`src/rtl/lkc_pkg.sv`:
```
`default_nettype none
package lkc_pkg;
    localparam logic [1:0] FUNC_GET = 2'd0;
    localparam logic [1:0] FUNC_PUT = 2'd1;
    localparam logic [1:0] FUNC_DEL = 2'd2;
    localparam logic       CFG_POLICY = 1'b0;
    localparam logic       CFG_CAP    = 1'b1;
    localparam int unsigned COUNT_MAX = 9998;
    localparam int unsigned COUNT_BITS = 14;
endpackage
`default_nettype wire

```
`src/rtl/lkc_if.sv`:
```
`default_nettype none
interface lkc_req_if #(parameter int KB = 32, parameter int VB = 32);
    logic          valid;
    logic          ready;
    logic [1:0]    func;
    logic [KB-1:0] req_key;
    logic [VB-1:0] req_value;
    logic          in_store;
    modport source (output valid, func, req_key, req_value, in_store, input ready);
    modport sink   (input valid, func, req_key, req_value, in_store, output ready);
endinterface

interface lkc_rsp_if #(parameter int KB = 32, parameter int VB = 32);
    logic          valid;
    logic          ready;
    logic          status;
    logic          hit;
    logic [VB-1:0] value_out;
    logic          evict_valid;
    logic [KB-1:0] evict_key;
    logic          store_write;
    logic          store_delete;
    modport source (output valid, status, hit, value_out, evict_valid, evict_key,
                    store_write, store_delete, input ready);
    modport sink   (input valid, status, hit, value_out, evict_valid, evict_key,
                    store_write, store_delete, output ready);
endinterface

interface lkc_cfg_if;
    logic       valid;
    logic       ready;
    logic [0:0] index;
    logic [4:0] data;
    modport source (output valid, index, data, input ready);
    modport sink   (input valid, index, data, output ready);
endinterface
`default_nettype wire

```
`src/rtl/lkc_front.sv`:
```
`default_nettype none
// Front: takes request beats into a two-entry queue
module lkc_front #(
    parameter int KB = 32,
    parameter int VB = 32
) (
    input  wire logic          i_clk,
    input  wire logic          i_rst_n,
    lkc_req_if.sink            req,
    input  wire logic          i_pop,
    output logic               o_valid,
    output logic [1:0]         o_func,
    output logic [KB-1:0]      o_key,
    output logic [VB-1:0]      o_value,
    output logic               o_store
);
    localparam int W = 2 + KB + VB + 1;
    logic [W-1:0] r_q [2];
    logic         r_rd, r_wr;
    logic [1:0]   r_cnt;
    logic         push;

    assign req.ready = (r_cnt != 2'd2);
    assign push = req.valid && req.ready;
    assign o_valid = (r_cnt != 2'd0);
    assign {o_func, o_key, o_value, o_store} = r_q[r_rd];

    always_ff @(posedge i_clk) begin
        if (push) r_q[r_wr] <= {req.func, req.req_key, req.req_value, req.in_store};
        if (!i_rst_n) begin
            r_rd <= 1'b0; r_wr <= 1'b0; r_cnt <= 2'd0;
        end else begin
            if (push) r_wr <= ~r_wr;
            if (i_pop) r_rd <= ~r_rd;
            r_cnt <= r_cnt + {1'b0, push} - {1'b0, i_pop};
        end
    end
endmodule
`default_nettype wire

```
`src/rtl/lkc_back.sv`:
```
`default_nettype none
// Back: scans the entries for a match, then for a victim, then updates
module lkc_back #(
    parameter int CAPACITY = 16,
    parameter int KB = 32,
    parameter int VB = 32
) (
    input  wire logic          i_clk,
    input  wire logic          i_rst_n,
    input  wire logic          i_valid,
    output logic               o_pop,
    input  wire logic [1:0]    i_func,
    input  wire logic [KB-1:0] i_key,
    input  wire logic [VB-1:0] i_value,
    input  wire logic          i_store,
    input  wire logic          i_policy,
    input  wire logic [4:0]    i_cap,
    lkc_rsp_if.source          rsp
);
    import lkc_pkg::*;
    localparam int IB = $clog2(CAPACITY);
    localparam int AB = $clog2(CAPACITY);
    localparam int OB = $clog2(CAPACITY + 1);
    localparam int CB = COUNT_BITS;

    typedef enum logic [2:0] {S_IDLE, S_FIND, S_VICT, S_UPD, S_OUT} t_state;

    logic [KB-1:0] r_ekey [CAPACITY];
    logic [VB-1:0] r_eval [CAPACITY];
    logic          r_evld [CAPACITY];
    logic [AB-1:0] r_eage [CAPACITY];
    logic [CB-1:0] r_ecnt [CAPACITY];
    logic [OB-1:0] r_occ;

    t_state        r_st;
    logic [IB-1:0] r_i;
    logic          r_found;
    logic [IB-1:0] r_e;
    logic          r_bvld;
    logic [IB-1:0] r_b;
    logic          r_hasfree;
    logic [IB-1:0] r_free;
    logic          r_status, r_hit, r_evv, r_sw, r_sd;
    logic [VB-1:0] r_vout;
    logic [KB-1:0] r_evk;

    // effective capacity clamp
    logic [OB-1:0] cap_eff;
    always_comb begin
        if (i_cap == 5'd0) cap_eff = OB'(1);
        else if (32'(i_cap) > CAPACITY) cap_eff = OB'(CAPACITY);
        else cap_eff = OB'(i_cap);
    end

    logic last;
    assign last = (32'(r_i) == CAPACITY - 1);
    logic better;
    always_comb begin
        if (!r_bvld) better = 1'b1;
        else if (i_policy)
            better = (r_ecnt[r_i] < r_ecnt[r_b]) ||
                     (r_ecnt[r_i] == r_ecnt[r_b] && r_eage[r_i] > r_eage[r_b]);
        else better = r_eage[r_i] > r_eage[r_b];
    end

    assign o_pop = (r_st == S_OUT) && rsp.ready;
    assign rsp.valid = (r_st == S_OUT);
    assign rsp.status = r_status;
    assign rsp.hit = r_hit;
    assign rsp.value_out = r_vout;
    assign rsp.evict_valid = r_evv;
    assign rsp.evict_key = r_evk;
    assign rsp.store_write = r_sw;
    assign rsp.store_delete = r_sd;

    // update step, all entries in parallel
    logic          do_ins, do_evict;
    logic [IB-1:0] slot;
    logic          slot_ok;
    logic [CB-1:0] ins_cnt;
    always_comb begin
        do_ins = 1'b0;
        do_evict = 1'b0;
        if (!r_found && (i_func == FUNC_PUT || (i_func == FUNC_GET && i_store)))
            do_ins = 1'b1;
        if (do_ins && r_occ >= cap_eff && r_bvld) do_evict = 1'b1;
        slot = do_evict ? r_b : r_free;
        slot_ok = do_evict || r_hasfree;
        ins_cnt = (i_func == FUNC_GET) ? CB'(1) : CB'(0);
    end

    always_ff @(posedge i_clk) begin
        if (!i_rst_n) begin
            r_st <= S_IDLE;
            r_occ <= '0;
            for (int k = 0; k < CAPACITY; k++) begin
                r_evld[k] <= 1'b0; r_eage[k] <= '0; r_ecnt[k] <= '0;
            end
        end else begin
            case (r_st)
                S_IDLE: if (i_valid) begin
                    r_st <= S_FIND; r_i <= '0; r_found <= 1'b0;
                    r_bvld <= 1'b0; r_hasfree <= 1'b0;
                end
                // key match and first free slot
                S_FIND: begin
                    if (r_evld[r_i] && r_ekey[r_i] == i_key && !r_found) begin
                        r_found <= 1'b1; r_e <= r_i;
                    end
                    if (!r_evld[r_i] && !r_hasfree) begin
                        r_hasfree <= 1'b1; r_free <= r_i;
                    end
                    r_i <= last ? '0 : r_i + 1'b1;
                    if (last) r_st <= S_VICT;
                end
                // victim scan
                S_VICT: begin
                    if (r_evld[r_i] && better) begin
                        r_bvld <= 1'b1; r_b <= r_i;
                    end
                    r_i <= last ? '0 : r_i + 1'b1;
                    if (last) r_st <= S_UPD;
                end
                S_UPD: begin
                    r_status <= 1'b0; r_hit <= 1'b0; r_vout <= '0; r_evv <= 1'b0;
                    r_evk <= '0; r_sw <= 1'b0; r_sd <= 1'b0;
                    r_st <= S_OUT;
                    if (r_found && (i_func == FUNC_GET || i_func == FUNC_PUT)) begin
                        // hit: touch and count
                        for (int k = 0; k < CAPACITY; k++)
                            if (r_evld[k] && r_eage[k] < r_eage[r_e])
                                r_eage[k] <= r_eage[k] + 1'b1;
                        r_eage[r_e] <= '0;
                        if (32'(r_ecnt[r_e]) < COUNT_MAX) r_ecnt[r_e] <= r_ecnt[r_e] + 1'b1;
                        r_hit <= 1'b1;
                        if (i_func == FUNC_GET) r_vout <= r_eval[r_e];
                        else begin r_eval[r_e] <= i_value; r_sw <= 1'b1; end
                    end else if (do_ins) begin
                        if (i_func == FUNC_GET) r_vout <= i_value;
                        else r_sw <= 1'b1;
                        if (do_evict) begin
                            r_evv <= 1'b1;
                            r_evk <= r_ekey[r_b];
                        end
                        if (slot_ok) begin
                            // drop victim, then age the others; entries older than the victim keep their age
                            for (int k = 0; k < CAPACITY; k++) begin
                                if (r_evld[k] && !(do_evict && IB'(k) == r_b)) begin
                                    if (do_evict && r_eage[k] > r_eage[r_b]) begin
                                        if (r_eage[k] - 1'b1 < AB'(CAPACITY - 1))
                                            r_eage[k] <= r_eage[k];
                                        else r_eage[k] <= r_eage[k] - 1'b1;
                                    end else if (32'(r_eage[k]) < CAPACITY - 1)
                                        r_eage[k] <= r_eage[k] + 1'b1;
                                end
                            end
                            r_ekey[slot] <= i_key; r_eval[slot] <= i_value;
                            r_evld[slot] <= 1'b1; r_eage[slot] <= '0;
                            r_ecnt[slot] <= ins_cnt;
                            if (!do_evict) r_occ <= r_occ + 1'b1;
                        end else if (do_evict) begin
                            for (int k = 0; k < CAPACITY; k++)
                                if (r_evld[k] && r_eage[k] > r_eage[r_b])
                                    r_eage[k] <= r_eage[k] - 1'b1;
                            r_evld[r_b] <= 1'b0;
                            if (r_occ != '0) r_occ <= r_occ - 1'b1;
                        end
                    end else if (r_found && i_func == FUNC_DEL) begin
                        for (int k = 0; k < CAPACITY; k++)
                            if (r_evld[k] && r_eage[k] > r_eage[r_e])
                                r_eage[k] <= r_eage[k] - 1'b1;
                        r_evld[r_e] <= 1'b0;
                        if (r_occ != '0) r_occ <= r_occ - 1'b1;
                        r_hit <= 1'b1; r_sd <= 1'b1;
                    end else if (i_func == FUNC_DEL && i_store) begin
                        r_sd <= 1'b1;
                    end else if (i_func == FUNC_PUT) begin
                        r_sw <= 1'b1;
                    end else begin
                        r_status <= 1'b1;
                    end
                end
                S_OUT: if (rsp.ready) r_st <= S_IDLE;
                default: r_st <= S_IDLE;
            endcase
        end
    end
endmodule
`default_nettype wire

```
`src/rtl/lru_lfu_key_cache_directory_core.sv`:
```
// Channel  Dir  Payload
// req      in   func, req_key, req_value, in_store
// rsp      out  status, hit, value_out, evict_valid, evict_key, store_write, store_delete
// cfg      in   index (0 policy, 1 capacity), data
// A request passes through S_IDLE, which picks up the queued beat, a pass over
// the entries for the key match and free slot (S_FIND), a pass for the victim
// (S_VICT), the update (S_UPD), and S_OUT, which presents the response.
// A stalled response holds the back end; the next request waits for the pop.
// The back end serves one request at a time; a two-beat queue takes requests
// while it works, until full. Reset (synchronous) clears valid, age and count.
`default_nettype none
module lru_lfu_key_cache_directory_core #(
    parameter int CAPACITY = 16,
    parameter int KEY_BITS = 32,
    parameter int VALUE_BITS = 32
) (
    input  wire logic i_clk,
    input  wire logic i_rst_n,
    lkc_req_if.sink   req,
    lkc_rsp_if.source rsp,
    lkc_cfg_if.sink   cfg
);
    import lkc_pkg::*;
    logic                  r_policy;
    logic [4:0]            r_cap;
    logic                  q_valid, pop, q_store;
    logic [1:0]            q_func;
    logic [KEY_BITS-1:0]   q_key;
    logic [VALUE_BITS-1:0] q_value;

    // configuration registers
    assign cfg.ready = 1'b1;
    always_ff @(posedge i_clk) begin
        if (!i_rst_n) begin
            r_policy <= 1'b0; r_cap <= 5'd16;
        end else if (cfg.valid) begin
            if (cfg.index == CFG_POLICY) r_policy <= cfg.data[0];
            else r_cap <= cfg.data;
        end
    end

    lkc_front #(.KB(KEY_BITS), .VB(VALUE_BITS)) u_front (
        .i_clk, .i_rst_n, .req, .i_pop(pop), .o_valid(q_valid), .o_func(q_func),
        .o_key(q_key), .o_value(q_value), .o_store(q_store));

    lkc_back #(.CAPACITY(CAPACITY), .KB(KEY_BITS), .VB(VALUE_BITS)) u_back (
        .i_clk, .i_rst_n, .i_valid(q_valid), .o_pop(pop), .i_func(q_func),
        .i_key(q_key), .i_value(q_value), .i_store(q_store), .i_policy(r_policy),
        .i_cap(r_cap), .rsp);
endmodule
`default_nettype wire

```
`src/flat_wrapper.sv`:
```
// flat-port wrapper written by rule: the top's interface ports become plain ports
module lru_lfu_key_cache_directory_core_flat import lkc_pkg::*;
#(
    parameter int CAPACITY = 16,
    parameter int KEY_BITS = 32,
    parameter int VALUE_BITS = 32
)
  (i_clk, i_rst_n, req_valid, req_func, req_req_key, req_req_value, req_in_store, req_ready, rsp_valid, rsp_status, rsp_hit, rsp_value_out, rsp_evict_valid, rsp_evict_key, rsp_store_write, rsp_store_delete, rsp_ready, cfg_valid, cfg_index, cfg_data, cfg_ready);
  lkc_req_if req_i ();
  lkc_rsp_if rsp_i ();
  lkc_cfg_if cfg_i ();
  input  wire logic i_clk;
  input  wire logic i_rst_n;
  input wire logic [$bits(req_i.valid)-1:0] req_valid;
  input wire logic [$bits(req_i.func)-1:0] req_func;
  input wire logic [$bits(req_i.req_key)-1:0] req_req_key;
  input wire logic [$bits(req_i.req_value)-1:0] req_req_value;
  input wire logic [$bits(req_i.in_store)-1:0] req_in_store;
  output wire logic [$bits(req_i.ready)-1:0] req_ready;
  output wire logic [$bits(rsp_i.valid)-1:0] rsp_valid;
  output wire logic [$bits(rsp_i.status)-1:0] rsp_status;
  output wire logic [$bits(rsp_i.hit)-1:0] rsp_hit;
  output wire logic [$bits(rsp_i.value_out)-1:0] rsp_value_out;
  output wire logic [$bits(rsp_i.evict_valid)-1:0] rsp_evict_valid;
  output wire logic [$bits(rsp_i.evict_key)-1:0] rsp_evict_key;
  output wire logic [$bits(rsp_i.store_write)-1:0] rsp_store_write;
  output wire logic [$bits(rsp_i.store_delete)-1:0] rsp_store_delete;
  input wire logic [$bits(rsp_i.ready)-1:0] rsp_ready;
  input wire logic [$bits(cfg_i.valid)-1:0] cfg_valid;
  input wire logic [$bits(cfg_i.index)-1:0] cfg_index;
  input wire logic [$bits(cfg_i.data)-1:0] cfg_data;
  output wire logic [$bits(cfg_i.ready)-1:0] cfg_ready;
  assign req_i.valid = req_valid;
  assign req_i.func = req_func;
  assign req_i.req_key = req_req_key;
  assign req_i.req_value = req_req_value;
  assign req_i.in_store = req_in_store;
  assign req_ready = req_i.ready;
  assign rsp_valid = rsp_i.valid;
  assign rsp_status = rsp_i.status;
  assign rsp_hit = rsp_i.hit;
  assign rsp_value_out = rsp_i.value_out;
  assign rsp_evict_valid = rsp_i.evict_valid;
  assign rsp_evict_key = rsp_i.evict_key;
  assign rsp_store_write = rsp_i.store_write;
  assign rsp_store_delete = rsp_i.store_delete;
  assign rsp_i.ready = rsp_ready;
  assign cfg_i.valid = cfg_valid;
  assign cfg_i.index = cfg_index;
  assign cfg_i.data = cfg_data;
  assign cfg_ready = cfg_i.ready;
  lru_lfu_key_cache_directory_core #(.CAPACITY(CAPACITY), .KEY_BITS(KEY_BITS), .VALUE_BITS(VALUE_BITS)) u_core (.i_clk(i_clk), .i_rst_n(i_rst_n), .req(req_i), .rsp(rsp_i), .cfg(cfg_i));
endmodule
```
`config.mk`:
```
export PLATFORM = sky130hd
export DESIGN_NAME = lru_lfu_key_cache_directory_core_flat
export DESIGN_NICKNAME = d
export VERILOG_FILES = /design/src/rtl/lkc_pkg.sv /design/src/rtl/lkc_if.sv /design/src/rtl/lkc_front.sv /design/src/rtl/lkc_back.sv /design/src/rtl/lru_lfu_key_cache_directory_core.sv /design/src/flat_wrapper.sv
export SDC_FILE = /design/constraint.sdc
export NUM_CORES = 2
export LEC_CHECK = 0
export ABC_AREA = 1
export BUFFER_PORTS_ARGS = -buffer_cell sky130_fd_sc_hd__buf_2
export CAP_MARGIN = 40
export CORE_UTILIZATION = 64
export CTS_CLUSTER_SIZE = 40
export DETAILED_ROUTE_END_ITERATION = 10
export PLACE_DENSITY_LB_ADDON = 0.15
export SLEW_MARGIN = 10
export SYNTH_ARGS = -nofsm -noshare
export SYNTH_HDL_FRONTEND = slang
export SYNTH_HIERARCHICAL = 1
export SYNTH_SLANG_ARGS = --single-unit
```
`constraint.sdc`:
```
create_clock -name i_clk -period 6.7 [get_ports i_clk]
set_input_delay 0.67 -clock i_clk [delete_from_list [all_inputs] [get_ports i_clk]]
set_output_delay 0.67 -clock i_clk [all_outputs]
set_load 0.05 [all_outputs]
```
### Word level (Yosys, flattened, before mapping)

Memories as Yosys holds them, arrays and structs flattened. A register that Yosys moved wholly into a read port is not among the register bits.
Index checks and enable logic that the tools add are counted.

| cells by class | value |
|---|---|
| add/sub/neg operators | 38 |
| order comparisons | 85 |
| eq/ne operators | 34 |
| mux-type cells | 957 |
| bitwise logic cells | 102 |
| reductions and logical operators | 167 |

Operators by type and width:

| operator | number |
|---|---|
| two-way mux 1 bit | 817 |
| two-way mux 4 bit | 116 |
| two-way mux 32 bit | 5 |
| > comparator 4 bit | 33 |
| less-than comparator 4 bit, second input constant | 32 |
| logical AND 1 bit | 110 |
| bitwise OR 1 bit | 96 |
| adder 4 x 1 -> 4 bit, second input constant | 17 |
| less-than comparator 4 bit | 16 |
| subtractor 4 x 1 -> 4 bit, second input constant | 16 |
| two-way mux 5 bit | 8 |
| equality test 32 bit | 1 |
| equality test 4 bit, first input constant | 8 |
| OR reduction 32 bit | 1 |
| two-way mux 14 bit | 2 |
| OR reduction 14 bit | 2 |
| zero test 1 bit | 19 |
| equality test 3 x 4 -> 1 bit, first input constant | 4 |
| AND reduction 4 bit | 4 |
| one-hot mux 3 bit (5 select lines) | 1 |
| adder 14 x 1 -> 14 bit, second input constant | 1 |
| equality test 14 bit | 1 |
| less-than comparator 14 bit | 1 |
| less-than comparator 14 bit, second input constant | 1 |
| other kinds (36) | 71 |

| storage, ports and cells | value |
|---|---|
| bits in registers | 74 |
| bits in writable memories | 1462 |
| bits of input ports | 78 |
| output and inout port bits | 72 |
| logic and storage cells | 1409 |
| memories | 6 |

Memories:

| memory | words | bits a word | read ports | clocked after memory_dff | write ports | RTL line | source |
|---|---|---|---|---|---|---|---|
| u_core.u_back.r_ekey | 16 | 32 | 2 | 2 | 1 | lkc_back.sv:28 | `logic [KB-1:0] r_ekey [CAPACITY];` |
| u_core.u_back.r_eval | 16 | 32 | 1 | 1 | 1 | lkc_back.sv:29 | `logic [VB-1:0] r_eval [CAPACITY];` |
| u_core.u_back.r_ecnt | 16 | 14 | 3 | 3 | 16 | lkc_back.sv:32 | `logic [CB-1:0] r_ecnt [CAPACITY];` |
| u_core.u_front.r_q | 2 | 67 | 1 | 1 | 1 | lkc_front.sv:18 | `logic [W-1:0] r_q [2];` |
| u_core.u_back.r_eage | 16 | 4 | 19 | 3 | 17 | lkc_back.sv:31 | `logic [AB-1:0] r_eage [CAPACITY];` |
| u_core.u_back.r_evld | 16 | 1 | 17 | 1 | 16 | lkc_back.sv:30 | `logic r_evld [CAPACITY];` |

### Depth between registers and ports, before layout

| logic depth | value |
|---|---|
| word-level depth | 23 |
| mapped depth | 28 |

### Modules after synthesis

Netlist, hierarchy kept.

Modules (own cells, without submodules):

| module | instances | cells an instance | area each (um2) | sequential area each (um2) |
|---|---|---|---|---|
| lkc_back | 1 | 7936 | 75428.6 | 42400.7 |
| lkc_front | 1 | 241 | 5168.7 | 4124.0 |
| lru_lfu_key_cache_directory_core | 1 | 31 | 230.2 | 120.1 |

### Worst setup path before layout

OpenSTA, ideal clock, no wires.

| timing path | value |
|---|---|
| path type | input port to flip-flop |
| start point | in i_rst_n |
| end point | mem u_core.u_back.r_eval[14][0] (enable) |
| setup time | 0.461 ns |
| arrival | 4.990 ns |
| required time | 6.239 ns |
| path slack | 1.248 ns |
| stages | 11 |
| path buffers | 1 |
| cell sequence | inv_2 > nor2_4 > nand2_4 > inv_4 > buf_6 > nor2_2 > inv_2 > nand2_1 > nor2_2 > inv_1 > nor3_1 |

| between the ends | value |
|---|---|
| longest elaborated chain between the ends | 4 |
| elaborated cells on any way between the ends | 7 |
| classes of those cells | 6 x mux; 1 x reduce/logical |

Ends and longest elaborated chain:

| item | RTL line | source |
|---|---|---|
| from (decl) | flat_wrapper.sv:13 | `input wire logic i_rst_n;` |
| two-way mux 1 bit | lkc_back.sv:93 | `if (!i_rst_n) begin` |
| two-way mux 1 bit (implied by the code) | lkc_back.sv:157 | `r_ekey[slot] <= i_key; r_eval[slot] <= i_value;` |
| OR reduction 32 bit (no source line) | - |  |
| two-way mux 4 bit (no source line) / two-way mux 1 bit (equally long branches) | - |  |
| to (decl) | lkc_back.sv:29 |  |

Several ways; a longest one is shown, not always the timed one.

==> results summary <==
The run finished with clean final reports. The wire length of the first global-routing pass is 385000 um. The effective utilization at floorplan came out at 0.645. The number of detailed-routing iterations run before antenna repair came out at 7. On the final layout, the worst clock skew is 47.8 ps. The fraction of post-synthesis cell area in the top cell type by area is 0.557.

Counting flops with a built-in enable in the synthesized netlist gives 1498. The net switching power of the design is 0.00851 W. The layout cell share with drive strength beyond 1 is 0.0930.

The routed wire length is 264000 um. The net switching share of the total power is 0.319. For the finished layout, the period the worst path requires is 5350 ps. The overall power is 0.0267 W. The slowest stage of the critical path belongs to the cell sky130_fd_sc_hd__buf_4. The die span in x came out at 357 um. The post-route met1 wirelength came out at 94600 um.

The most numerous cell type found on the critical path is sky130_fd_sc_hd__nand3_1. The final RePlAce weighted congestion came out at 1.01. Static timing analysis puts the maximum clock frequency at 187 MHz. For this run, the leading register cell type out of synthesis is sky130_fd_sc_hd__edfxtp_1. In this run the deepest clock path goes through 3 buffers. The synthesis-to-layout area growth is 9.82%. The I/O pin count came out at 150. The relative max-transition margin is 0.266.

The maximum number of pins on one net before global-route repair is 205. Of all cell types, the one taking the most synthesized area is sky130_fd_sc_hd__edfxtp_1. The share of the core filled with cells in the final layout came out at 0.708. In the post-synthesis netlist, the cell with the most instances is sky130_fd_sc_hd__edfxtp_1. The tree is rooted in a sky130_fd_sc_hd__clkbuf_16. For the pin with the worst max-slew slack, the measured transition is 1100 ps. The maximum cell stage delay along the critical path is 810 ps.

The net count after synthesis is 8490. For this run, the total global-route usage over all layers was measured as 0.406. Data arrives at the worst endpoint at 5730 ps.

After detailed routing, the average wire length per cell comes to 26.7 um. The DRC violation total after the first TritonRoute iteration came out at 10800. In this run the remaining antenna-violating nets after routing total 0. The worst setup path is captured at a flop. The maximum level of the CTS H-tree came out at 4. The number of fill cells is 8989. The critical path data required time is 7090 ps. The post-synthesis area per instance is 9.85 um^2.

The sequential area share after synthesis is 0.577. The area used by multi-input combinational logic is 29300 um^2. The combinational group share of total power came out at 0.225.

The synthesized netlist contains 70 unique library cells. In the post-synthesis netlist, the biggest area contributors are sky130_fd_sc_hd__edfxtp_1 56%, sky130_fd_sc_hd__o21ai_0 8.3%, sky130_fd_sc_hd__a21oi_1 4.1%. The number of antenna violations at the first check in global routing came out at 10. The final max-slew violation count was 0. The combined flip-flop and latch cell area is 46700 um^2.

The core footprint came out at 125000 um^2. The post-CTS clock slew at the launch and capture registers of the worst setup and hold paths came out at 70 ps. The wire length on met2 came out at 115000 um. The commonest cells after synthesis are 1498 x sky130_fd_sc_hd__edfxtp_1, 1336 x sky130_fd_sc_hd__o21ai_0, 870 x sky130_fd_sc_hd__nand2_1. The via count of the first global-routing pass came out at 63100. Setup repair after global routing left no endpoint under its margin. Of the total power, the clock network draws 0.347. The total clock sinks is 1581. The internal power component came out at 0.0182 W.

The area of the mapped netlist came out at 80800 um^2. The sum of met3 wire segment lengths after detailed routing came out at 36800 um. The portion of the clock cycle consumed by the worst path in the final layout came out at 0.798. Max-cap violations in this run came to 0. The mean number of vias per cell is 6.78.

The clock tree from TritonCTS is yes. The number of buffers added by the clock tree synthesis step is 158. The class of the worst hold path is input port to flop. The later-pin clock latency in the skew report is 840 ps. The critical setup path kind is flop to flop. The net count of the finished layout is 8417. The maximum VDD drop is 0.000297 V.

For this block, the via count after detailed routing is 67300. In this run, synthesis produced a sequential element count of 1581. The buffering stage count on the worst path with inverters included came out at 2.

In this run the power density over the cells is 301 nW/um^2. The cell count after synthesis is 8208. The sum of negative setup slack is 0 ps. The worst setup path is launched from a flop. The number of failing hold endpoints at the final stage is 0. In the routed design, unresolved DRC markers number 0. After synthesis, the share of flip-flops with an asynchronous set or reset is 0.

The static leakage came out at 32.7 nW. The remaining global-route overflow came out at 0. The share of total power dissipated in sequential elements is 0.428. Routed signal wires occupy layers up through met5. Traced cell by cell, the critical path runs through buf_12, buf_4, o211ai_1, nand3_1, nand3_1, nand2_1, nand3_1, nand3_1, nand2_1, nand3_1, nand3_4, nand2_1, nand2_1. Along the worst path, the maximum fanout reaches 204.

The floorplan row count came out at 130. The floorplan die area is 128000 um^2. Buffers added to address setup during post-CTS repair amount to 0. Among cell families on the critical path, the largest total delay comes from simple AND/OR/NAND/NOR gates. The number of warnings issued by yosys is 6.

Setup violations remaining at the end of the flow were counted as 0. Detailed placement finished with a half-perimeter wire length of 160000 um. The die is 357 um tall. The count of port buffers added during placement came out at 148.
-- stage by stage --
step | area (um^2) | setup slack [ps] | std cells | hold WS (ps)
final | 88800 | 1350 | 9920 | 34.8
after floorplan | 80800 | 1250 | 8208 | 437
after global routing | 88800 | 1140 | 9918 | 22.6
after CTS | 88700 | 1550 | 9914 | 0.175
after detailed placement | 83100 | 1610 | 9603 | 465
after global placement | 82600 | 1090 | 9581 | 476
-- cell families (layout without fill, tap and decap cells) --
| family | after synthesis | count (layout) | synth area share |
|---|---|---|---|
| buf+inv | 1275 | 1333 | 0.0635 |
| mux | 70 | 70 | 0.0111 |
| simple gates | 2436 | 2436 | 0.130 |
| xor+xnor | 87 | 87 | 0.00943 |
| other cells | 1 | 5 | 0.0000464 |
| compound gates | 2554 | 2554 | 0.177 |
| flops | 1581 | 1581 | 0.577 |
| fa+ha+maj | 204 | 204 | 0.0316 |
-- flip-flops by register name, indices dropped and copies added (netlist names), 2 cells and up, named ones only --
| name | count |
|---|---|
| u_core/u_back/rsp.value_out | 32 |
| u_core/u_back/r_eage | 64 |
| u_core/u_back/r_evld | 16 |
| u_core/u_back/r_ekey | 512 |
| u_core/r_cap | 5 |
| u_core/u_back/r_st | 3 |
| u_core/u_back/rsp.evict_key | 32 |
| u_core/u_front/r_cnt | 2 |
| u_core/u_back/r_b | 4 |
| u_core/u_back/r_free | 4 |
| u_core/u_back/r_eval | 512 |
| u_core/u_back/r_occ | 5 |
| u_core/u_front/r_q | 134 |
| u_core/u_back/r_i | 4 |
| u_core/u_back/r_ecnt | 224 |
| u_core/u_back/r_e | 4 |
-- power by group through the flow --
stage	registers, W	clock network [W]	logic (W)
4_1_cts	0.0114	0.00931	0.00574
3_5_place_dp	0.0116	0	0.00569
3_3_place_gp	0.0117	0	0.00543
2_1_floorplan	0.0115	0	0.00387
5_1_grt	0.0114	0.00967	0.00638
6_report	0.0114	0.00926	0.00600
-- worst register-to-register path: stages (launching register included) --
cell and delay (ps):
sky130_fd_sc_hd__dfxtp_4 530, sky130_fd_sc_hd__buf_12 500, sky130_fd_sc_hd__buf_4 1180, sky130_fd_sc_hd__o211ai_1 230, sky130_fd_sc_hd__nand3_1 140, sky130_fd_sc_hd__nand3_1 150
sky130_fd_sc_hd__nand2_1 170, sky130_fd_sc_hd__nand3_1 100, sky130_fd_sc_hd__nand3_1 100, sky130_fd_sc_hd__nand2_1 70, sky130_fd_sc_hd__nand3_1 110, sky130_fd_sc_hd__nand3_4 340
sky130_fd_sc_hd__nand2_1 700, sky130_fd_sc_hd__nand2_1 630
-- layer usage --
metal,track usage,up-vias
met5,0,-
met4,0.256,8
met3,0.103,1020
met2,0.598,5201
met1,0.541,31700
li1,-,29300
-- cell usage in the layout, fill, tap and decap left out, types with 37 or more instances in the layout --
cell / synthesis / final
sky130_fd_sc_hd__xor2_1: 48 / 48
sky130_fd_sc_hd__clkbuf_16: 0 / 162
sky130_fd_sc_hd__nand3_1: 630 / 630
sky130_fd_sc_hd__nand4_1: 44 / 44
sky130_fd_sc_hd__nor2_4: 6 / 38
sky130_fd_sc_hd__xnor2_1: 39 / 39
sky130_fd_sc_hd__nor2_1: 749 / 716
sky130_fd_sc_hd__o221ai_1: 143 / 143
sky130_fd_sc_hd__mux2_2: 37 / 37
sky130_fd_sc_hd__inv_1: 701 / 698
sky130_fd_sc_hd__buf_2: 100 / 150
sky130_fd_sc_hd__ha_1: 204 / 204
sky130_fd_sc_hd__nand2_1: 870 / 869
sky130_fd_sc_hd__o21ai_0: 1336 / 1336
sky130_fd_sc_hd__a21oi_1: 669 / 669
sky130_fd_sc_hd__o22ai_1: 57 / 57
sky130_fd_sc_hd__o211ai_1: 159 / 159
sky130_fd_sc_hd__buf_4: 12 / 120
sky130_fd_sc_hd__dfxtp_1: 83 / 72
sky130_fd_sc_hd__edfxtp_1: 1498 / 1498
-- final cells by class --
| type | instances | share of cell area |
|---|---|---|
| inverter | 722 | 0.0308 |
| antenna | 4 | 0.000113 |
| multi-input combinational | 5352 | 0.331 |
| timing repair buffer | 320 | 0.0283 |
| clock buffer | 189 | 0.0469 |
| clock inverter | 102 | 0.0141 |
| sequential | 1581 | 0.526 |
| tap | 1650 | 0.0233 |
-- final timing paths --
check | cells after the start | end | slack (ps) | startpoint
worst max-delay path | 13 | u_core/u_back/r_ecnt[3][2] | 1350 | flop
worst min-delay path | 1 | u_core/u_front/r_q[1][31] | 30 | req_req_value[30]
worst max register to register | 13 | u_core/u_back/r_ecnt[3][2] | 1350 | flop
worst min register to register | 2 | flop | 470 | u_core/u_back/r_e[3]
-- timing repair --
| item | 4_1_cts | 5_1_grt |
|---|---|---|
| endpoints found under the setup margin | 0 | 0 |
| hold buffers | 20 | 0 |
| hold endpoints to repair | 39 | 0 |
| resized for setup | 0 | 0 |
Note: power is estimated with default switching activity, not from simulation.
